==> src/rtl/bb64_pkg.sv <==
package bb64_pkg;

  // Default width of the saturating character counter
  localparam int unsigned CountBitsDefault = 18;

  // Width of the encoded-length bound (4*ceil(65535/3) = 87380 fits in 18 bits)
  localparam int unsigned EncBits = 18;

  // Reset value of the decoded-byte limit
  localparam logic [15:0] MaxDecReset = 16'd32768;

  // Characters with a special role
  localparam logic [7:0] PadChar   = 8'h3D;  // '='
  localparam logic [7:0] PlusChar  = 8'h2B;  // '+'
  localparam logic [7:0] SlashChar = 8'h2F;  // '/'

  // APB register index
  localparam logic RegMaxDec = 1'b0;

  // Verdict codes, in priority order after OK
  typedef enum logic [2:0] {
    VerdOk      = 3'd0,
    VerdEmpty   = 3'd1,
    VerdLenMod  = 3'd2,
    VerdTooLong = 3'd3,
    VerdBadSym  = 3'd4,
    VerdDecLong = 3'd5
  } verdict_e;

  // Padding run and sticky error of one record
  typedef struct packed {
    logic [1:0] pad_run;
    logic       bad_symbol;
  } rec_flags_t;

  // One verdict beat
  typedef struct packed {
    logic        valid_res;
    verdict_e    verdict;
    logic [15:0] decoded_length;
  } result_t;

  // Base64 alphabet without padding
  function automatic logic is_data_char(input logic [7:0] c);
    logic hit;
    hit = (c inside {[8'h41:8'h5A], [8'h61:8'h7A], [8'h30:8'h39]}) ||
          (c == PlusChar) || (c == SlashChar);
    return hit;
  endfunction

  // 4*ceil(m/3): (m+2)/3 through the reciprocal 0xAAAB / 2^17, exact below 2^17
  function automatic logic [EncBits-1:0] enc_bound(input logic [15:0] m);
    logic [16:0] n;
    logic [32:0] prod;
    n    = {1'b0, m} + 17'd2;
    prod = 33'(n) * 33'(17'h0AAAB);
    return {prod[32:17], 2'b00};
  endfunction

endpackage

==> src/rtl/bb64_scan.sv <==
module bb64_scan
  import bb64_pkg::*;
#(
  parameter int unsigned CountBits = CountBitsDefault
) (
  input  logic                 clk_i,
  input  logic                 rst_ni,
  input  logic                 beat_i,      // input beat accepted
  input  logic [7:0]           symbol_i,
  input  logic                 last_i,
  input  logic                 no_chars_i,
  output logic [CountBits-1:0] snap_count_o, // record state including this beat
  output rec_flags_t           snap_flags_o
);

  logic [CountBits-1:0] count_q, count_d, count_nx;
  rec_flags_t           flags_q, flags_d, flags_nx;

  // Record state after the current character
  always_comb begin
    count_nx = count_q;
    flags_nx = flags_q;
    if (!no_chars_i) begin
      if (!(&count_q)) begin
        count_nx = count_q + CountBits'(1);
      end
      if (symbol_i == PadChar) begin
        if (flags_q.pad_run == 2'd2) begin
          flags_nx.bad_symbol = 1'b1;
        end else begin
          flags_nx.pad_run = flags_q.pad_run + 2'd1;
        end
      end else if (is_data_char(symbol_i)) begin
        // data after padding is misplaced
        if (flags_q.pad_run != 2'd0) begin
          flags_nx.bad_symbol = 1'b1;
        end
        flags_nx.pad_run = 2'd0;
      end else begin
        flags_nx.bad_symbol = 1'b1;
      end
    end
  end

  // Clear after the last beat of a record
  always_comb begin
    count_d = count_q;
    flags_d = flags_q;
    if (beat_i) begin
      if (last_i) begin
        count_d = '0;
        flags_d = '0;
      end else begin
        count_d = count_nx;
        flags_d = flags_nx;
      end
    end
  end

  always_ff @(posedge clk_i or negedge rst_ni) begin
    if (!rst_ni) begin
      count_q <= '0;
      flags_q <= '0;
    end else begin
      count_q <= count_d;
      flags_q <= flags_d;
    end
  end

  assign snap_count_o = count_nx;
  assign snap_flags_o = flags_nx;

endmodule

==> src/rtl/bb64_judge.sv <==
module bb64_judge
  import bb64_pkg::*;
#(
  parameter int unsigned CountBits = CountBitsDefault
) (
  input  logic [CountBits-1:0] count_i,
  input  rec_flags_t           flags_i,
  input  logic [15:0]          max_dec_i,
  input  logic [EncBits-1:0]   max_enc_i,
  output result_t              res_o
);

  // Working width covers both the counter and the encoded bound
  localparam int unsigned WorkBits = (CountBits > EncBits) ? CountBits : EncBits;

  logic [WorkBits-1:0] cnt_w;
  logic [WorkBits:0]   quarter;
  logic [WorkBits:0]   dec_full;

  assign cnt_w    = WorkBits'(count_i);
  assign quarter  = (WorkBits + 1)'(cnt_w[WorkBits-1:2]);
  // groups * 3 minus padding; only used once the count is within the bound
  assign dec_full = (quarter << 1) + quarter - (WorkBits + 1)'(flags_i.pad_run);

  always_comb begin
    res_o.verdict        = VerdOk;
    res_o.decoded_length = '0;
    if (cnt_w == '0) begin
      res_o.verdict = VerdEmpty;
    end else if (cnt_w[1:0] != 2'd0) begin
      res_o.verdict = VerdLenMod;
    end else if (cnt_w > WorkBits'(max_enc_i)) begin
      res_o.verdict = VerdTooLong;
    end else if (flags_i.bad_symbol) begin
      res_o.verdict = VerdBadSym;
    end else if (dec_full > (WorkBits + 1)'(max_dec_i)) begin
      res_o.verdict = VerdDecLong;
    end else begin
      res_o.decoded_length = dec_full[15:0];
    end
    res_o.valid_res = (res_o.verdict == VerdOk);
  end

endmodule

==> src/rtl/bounded_base64_validator.sv <==
// Bounded Base64 validator: at most one character per beat, one verdict per record.
// Throughput: one input beat every cycle unless verdicts back up; the scan state updates in the accept cycle.
// Path: the verdict beat for a record passes the record snapshot register, then the verdict
//   register, and waits there while the verdict stream is stalled.
// Reset (asynchronous, active low): record state and pipeline empty,
//   the decoded-byte limit returns to 32768.
module bounded_base64_validator
  import bb64_pkg::*;
#(
  parameter int unsigned CountBits = CountBitsDefault
) (
  input  logic        clk_i,
  input  logic        rst_ni,
  // input stream
  input  logic        s_axis_tvalid,
  output logic        s_axis_tready,
  input  logic [7:0]  s_axis_tdata,   // [7:0] symbol
  input  logic        s_axis_tlast,   // last
  input  logic        s_axis_tuser,   // [0] no_chars
  // verdict stream
  output logic        m_axis_tvalid,
  input  logic        m_axis_tready,
  output logic [23:0] m_axis_tdata,   // [2:0] verdict, [18:3] decoded_length, [23:19] zero
  output logic        m_axis_tuser,   // [0] valid_res
  // configuration
  input  logic        psel,
  input  logic        penable,
  input  logic        pwrite,
  input  logic [2:0]  paddr,
  input  logic [31:0] pwdata,
  output logic [31:0] prdata,
  output logic        pready
);

  localparam logic [EncBits-1:0] MaxEncReset = enc_bound(MaxDecReset);

  logic [15:0]          max_dec_q, max_dec_d;
  logic [EncBits-1:0]   max_enc_q, max_enc_d;
  logic                 cfg_wr;

  logic                 s_beat;
  logic                 out_free;
  logic                 snap_adv;

  logic [CountBits-1:0] scan_count;
  rec_flags_t           scan_flags;

  logic                 snap_vld_q, snap_vld_d;
  logic [CountBits-1:0] snap_count_q;
  rec_flags_t           snap_flags_q;

  result_t              judge_res;
  logic                 out_vld_q, out_vld_d;
  result_t              out_res_q;

  // Register file: bound and its encoded form are held together
  assign pready = 1'b1;
  assign cfg_wr = psel && penable && pwrite && (paddr[2] == RegMaxDec);
  assign prdata = (paddr[2] == RegMaxDec) ? 32'(max_dec_q) : '0;

  always_comb begin
    max_dec_d = max_dec_q;
    max_enc_d = max_enc_q;
    if (cfg_wr) begin
      max_dec_d = pwdata[15:0];
      max_enc_d = enc_bound(pwdata[15:0]);
    end
  end

  always_ff @(posedge clk_i or negedge rst_ni) begin
    if (!rst_ni) begin
      max_dec_q <= MaxDecReset;
      max_enc_q <= MaxEncReset;
    end else begin
      max_dec_q <= max_dec_d;
      max_enc_q <= max_enc_d;
    end
  end

  // Handshake across the two registered stages
  assign out_free      = !out_vld_q || m_axis_tready;
  assign snap_adv      = snap_vld_q && out_free;
  assign s_axis_tready = !snap_vld_q || out_free;
  assign s_beat        = s_axis_tvalid && s_axis_tready;

  bb64_scan #(
    .CountBits(CountBits)
  ) u_scan (
    .clk_i       (clk_i),
    .rst_ni      (rst_ni),
    .beat_i      (s_beat),
    .symbol_i    (s_axis_tdata),
    .last_i      (s_axis_tlast),
    .no_chars_i  (s_axis_tuser),
    .snap_count_o(scan_count),
    .snap_flags_o(scan_flags)
  );

  // Snapshot of a finished record
  always_comb begin
    snap_vld_d = snap_vld_q;
    if (s_beat && s_axis_tlast) begin
      snap_vld_d = 1'b1;
    end else if (snap_adv) begin
      snap_vld_d = 1'b0;
    end
  end

  always_ff @(posedge clk_i or negedge rst_ni) begin
    if (!rst_ni) begin
      snap_vld_q <= 1'b0;
    end else begin
      snap_vld_q <= snap_vld_d;
    end
  end

  always_ff @(posedge clk_i) begin
    if (s_beat && s_axis_tlast) begin
      snap_count_q <= scan_count;
      snap_flags_q <= scan_flags;
    end
  end

  bb64_judge #(
    .CountBits(CountBits)
  ) u_judge (
    .count_i  (snap_count_q),
    .flags_i  (snap_flags_q),
    .max_dec_i(max_dec_q),
    .max_enc_i(max_enc_q),
    .res_o    (judge_res)
  );

  // Verdict output register
  always_comb begin
    out_vld_d = out_vld_q;
    if (snap_adv) begin
      out_vld_d = 1'b1;
    end else if (m_axis_tready) begin
      out_vld_d = 1'b0;
    end
  end

  always_ff @(posedge clk_i or negedge rst_ni) begin
    if (!rst_ni) begin
      out_vld_q <= 1'b0;
    end else begin
      out_vld_q <= out_vld_d;
    end
  end

  always_ff @(posedge clk_i) begin
    if (snap_adv) begin
      out_res_q <= judge_res;
    end
  end

  assign m_axis_tvalid = out_vld_q;
  assign m_axis_tuser  = out_res_q.valid_res;
  assign m_axis_tdata  = {5'd0, out_res_q.decoded_length, out_res_q.verdict};

endmodule

==> config.mk <==
export PLATFORM = sky130hd
export DESIGN_NAME = bounded_base64_validator
export DESIGN_NICKNAME = d
export VERILOG_FILES = /design/src/rtl/bb64_pkg.sv /design/src/rtl/bb64_scan.sv /design/src/rtl/bb64_judge.sv /design/src/rtl/bounded_base64_validator.sv
export SDC_FILE = /design/constraint.sdc
export NUM_CORES = 1
export LEC_CHECK = 0
export BUFFER_PORTS_ARGS = -buffer_cell sky130_fd_sc_hd__clkbuf_2
export CAP_MARGIN = 20
export CORE_ASPECT_RATIO = 1.2
export CORE_MARGIN = 1
export CORE_UTILIZATION = 30
export CTS_CLUSTER_DIAMETER = 40
export DETAILED_ROUTE_END_ITERATION = 8
export PLACE_DENSITY = 0.44
export SKIP_CTS_REPAIR_TIMING = 1
export SLEW_MARGIN = 20
export SYNTH_ARGS = -nofsm -noshare
export SYNTH_HDL_FRONTEND = slang
export SYNTH_HIERARCHICAL = 1
export SYNTH_SLANG_ARGS = --single-unit
==> constraint.sdc <==
create_clock -name clk_i -period 5.43 [get_ports clk_i]
set_input_delay 0 -clock clk_i [delete_from_list [all_inputs] [get_ports clk_i]]
set_output_delay 0 -clock clk_i [all_outputs]
set_load 0.005 [all_outputs]
==> run summary <==
Yosys synthesis warning count -> 6
Worst Tran Pin Value -> 0.927 ns
DRT iter0 DRCs -> 436
Clock-pin slew on the worst setup and hold paths -> 0.07 ns
Initial antenna violation count -> 0
Peak supply drop -> 576 uV
PD cells -> 640 mW/mm^2
Max_cap viols -> 0
Critical path's slowest cell -> fa_1
Startpoint Class -> input pin
Clock Sink Count -> 96
Final net count -> 1986
Ant diodes -> 0
Final Util -> 36.6%
Core area -> 0.0417 sq mm
Commonest non-fill, non-tap cell in the layout -> inv_1
Htree depth -> 3
Hold depth -> 4
Crit path time final -> 5.21 ns
Critical path origin -> pwdata[9]
Final Cell Area -> 0.0153 sq mm
Clock root buffer -> clkbuf_16
Final period utilization -> 96.0%
Total gr overflow -> 0
Largest net degree at the start of global routing -> 56
Routed Antenna Nets -> 0
Critical Path AT -> 5.52 ns
Max-slew headroom -> 38.2%
Asr flop ratio synth -> 57.3%
Mapped Cells -> 1439
Top Metal Used -> met4
HPWL Detailed -> 31800 microns
Ratio of cells with drive above 1 in the final layout -> 20.1%
WL/cell -> 16.9 microns
CP peak stage delay -> 0.58 ns
IO Count -> 112
Die X -> 189 microns
Commonest cells after routing, fill and taps aside -> inv_1 (269), ha_1 (193), buf_4 (162), nand2_1 (126), fa_1 (80)
Unique masters post-synth -> 85
Mean area per synthesized cell -> 8.79 sq um
Most frequent CP cell -> fa_1
Clock Path Buffers -> 2
Final Hold Fails -> 2
WL met3 -> 819 microns
Row count -> 82
Crit-path max FO -> 4
DRT met1 WL -> 16200 microns
Kind of critical path -> in -> reg
Stages on worst setup path -> 22
Failing checks -> hold timing
Die ar. -> 0.0430 sq mm
Die Ht -> 227 microns
Drt drc -> 0
Router iterations before antenna repair -> 4
Fmax -> 0.192 GHz
GPL Wtd Cong -> 0.876
Most used flip-flop cell after synthesis -> dfrtp_1
Vias in the first global route -> 10800
Seq/Total Area, Yosys -> 20.7%
Initial core utilization -> 30.4%
Final WL -> 37300 microns
#FFs+latches synth -> 96
Tot GR Track Use -> 18.0%
Post-DR vias/cell -> 4.75
Critical path's top delay family -> adder cells
IO buf count -> 71
R2r startpoint -> snap_count_q[2]
Lkg Pwr -> 7.56 nW
Max-slew violation total from the final report -> 0
Placed Area -> 0.0147 sq mm
# setup viols final -> 0
Status -> complete, but fails checks
Metal2 WL -> 18900 microns
Hold Crit Class -> in -> reg
Worst hold slack -> -0.0271 ns
Setup Skew -> 0.0160 ns
R2r worst-path depth -> 19
Number of CTS-inserted buffers -> 9
CP Cell Sequence -> clkbuf_2 > and3_1 > and3_2 > nand3_1 > xor2_2 > inv_1 > xnor2_1 > ha_1 > fa_1 > fa_1 > fa_1 > inv_1 > fa_1 > inv_1 > ha_1 > buf_4 > and4_4 > nand2_1 > or3_1 > o22ai_2 > nor3_1 > a221o_1
Buffers & Inverters on Critical Path -> 5
EDFF count, synth -> 41
Worst-skew pair later-pin latency -> 0.39 ns
First-pass GRT wire length -> 59000 microns
Post-Syn Area -> 0.0126 sq mm
Critical Path End Type -> flip-flop
Worst Path Required -> 5.73 ns
Via count -> 10500
Hold Crit Start -> pwdata[11]
Area Growth Syn to Fin -> 20.7%
CTS tree -> built
-- registers in the layout (all words and copies together), names as in the netlist --
name	count
m_axis_tdata	19
snap_count_q	18
u_scan/count_q	18
max_dec_q	16
max_enc_q	16
snap_flags_q	3
u_scan/flags_q	3
m_axis_tuser	1
m_axis_tvalid	1
snap_vld_q	1
-- path summary, 6_finish.rpt --
kind | endpoint | slack (ns)
setup / recovery | max_enc_q[9] | 0.22
hold / removal | max_dec_q[11] | -0.03
setup reg to reg | m_axis_tdata[0] | 0.28
hold reg to reg | max_dec_q[15] | 0.48
max in group asynchronous | max_enc_q[17] | 4.53
min in group asynchronous | u_scan/flags_q[1] | 0.32
-- per-layer routing --
layer,vias to the layer above,GRT usage (%)
met5,-,0
met3,52,2.34
met1,5017,21.9
li1,5249,-
met4,0,7.49
met2,144,31.9
-- layout make-up --
| class | instances | area, sq um |
|---|---|---|
| Multi-Input combinational cell | 1031 | 8990 |
| Tap cell | 546 | 683 |
| Sequential cell | 96 | 2620 |
| Fill cell | 4391 | 26400 |
| Timing Repair Buffer | 242 | 1670 |
| Inverter | 271 | 1020 |
| Clock inverter | 3 | 23.8 |
| Clock buffer | 13 | 263 |
-- worst register-to-register path: stages, from the launching register on --
cell	delay (ns)
edfxtp_1	0.42
inv_1	0.12
fa_1	0.54
inv_1	0.04
ha_1	0.21
fa_1	0.44
a211oi_2	0.24
nor3_1	0.14
o32ai_4	0.32
o21bai_1	0.15
o31ai_1	0.26
xnor2_1	0.25
ha_1	0.34
nand2_1	0.15
nor3_1	0.09
a221oi_2	0.28
o31ai_2	0.19
a211oi_4	0.37
a21oi_1	0.11
o31a_1	0.25
-- through the flow --
stage	setup slack [ns]	total power, mW	cells	setup TNS [ns]
3_3_place_gp	-0.448	8.79	2176	-3.21
6_report	0.219	9.76	2202	0
4_1_cts	0.0120	9.51	2192	0
3_5_place_dp	-0.345	8.76	2176	-2.82
2_1_floorplan	0.0130	5.36	1461	0
5_1_grt	-0.0279	10.8	2202	-0.0471
-- Yosys cell counts (22+ instances only) --
master,number,share of area (%)
inv_1,269,8.0
ha_1,203,20
nand2_1,126,3.7
fa_1,80,13
a21oi_1,74,2.9
o21ai_0,59,2.3
nor2_1,52,1.5
xnor2_1,47,3.3
dfrtp_1,46,9.1
edfxtp_1,41,9.7
nand3_1,30,1.2
nand4_1,25,1.2
nor2b_1,25,1.2
buf_4,22,1.3
-- kinds of logic (layout without fill, tap and decap cells) --
logic type	count (synthesis)	in the layout	synth area share (%)
xor+xnor	72	72	5.34
other cells	2	24	0.0594
mux	8	8	0.653
flops	96	96	20.7
simple gates	369	369	15.0
buf+inv	334	529	10.9
fa+ha+maj	283	283	32.7
compound gates	275	275	14.6
-- report_power, final --
part	switching, mW	internal [mW]	leakage, nW
Sequential	0.101	0.894	1.10
Combinational	4.37	3.75	6.32
Clock	0.310	0.344	0.143
Power figures use the tool's default switching activity.
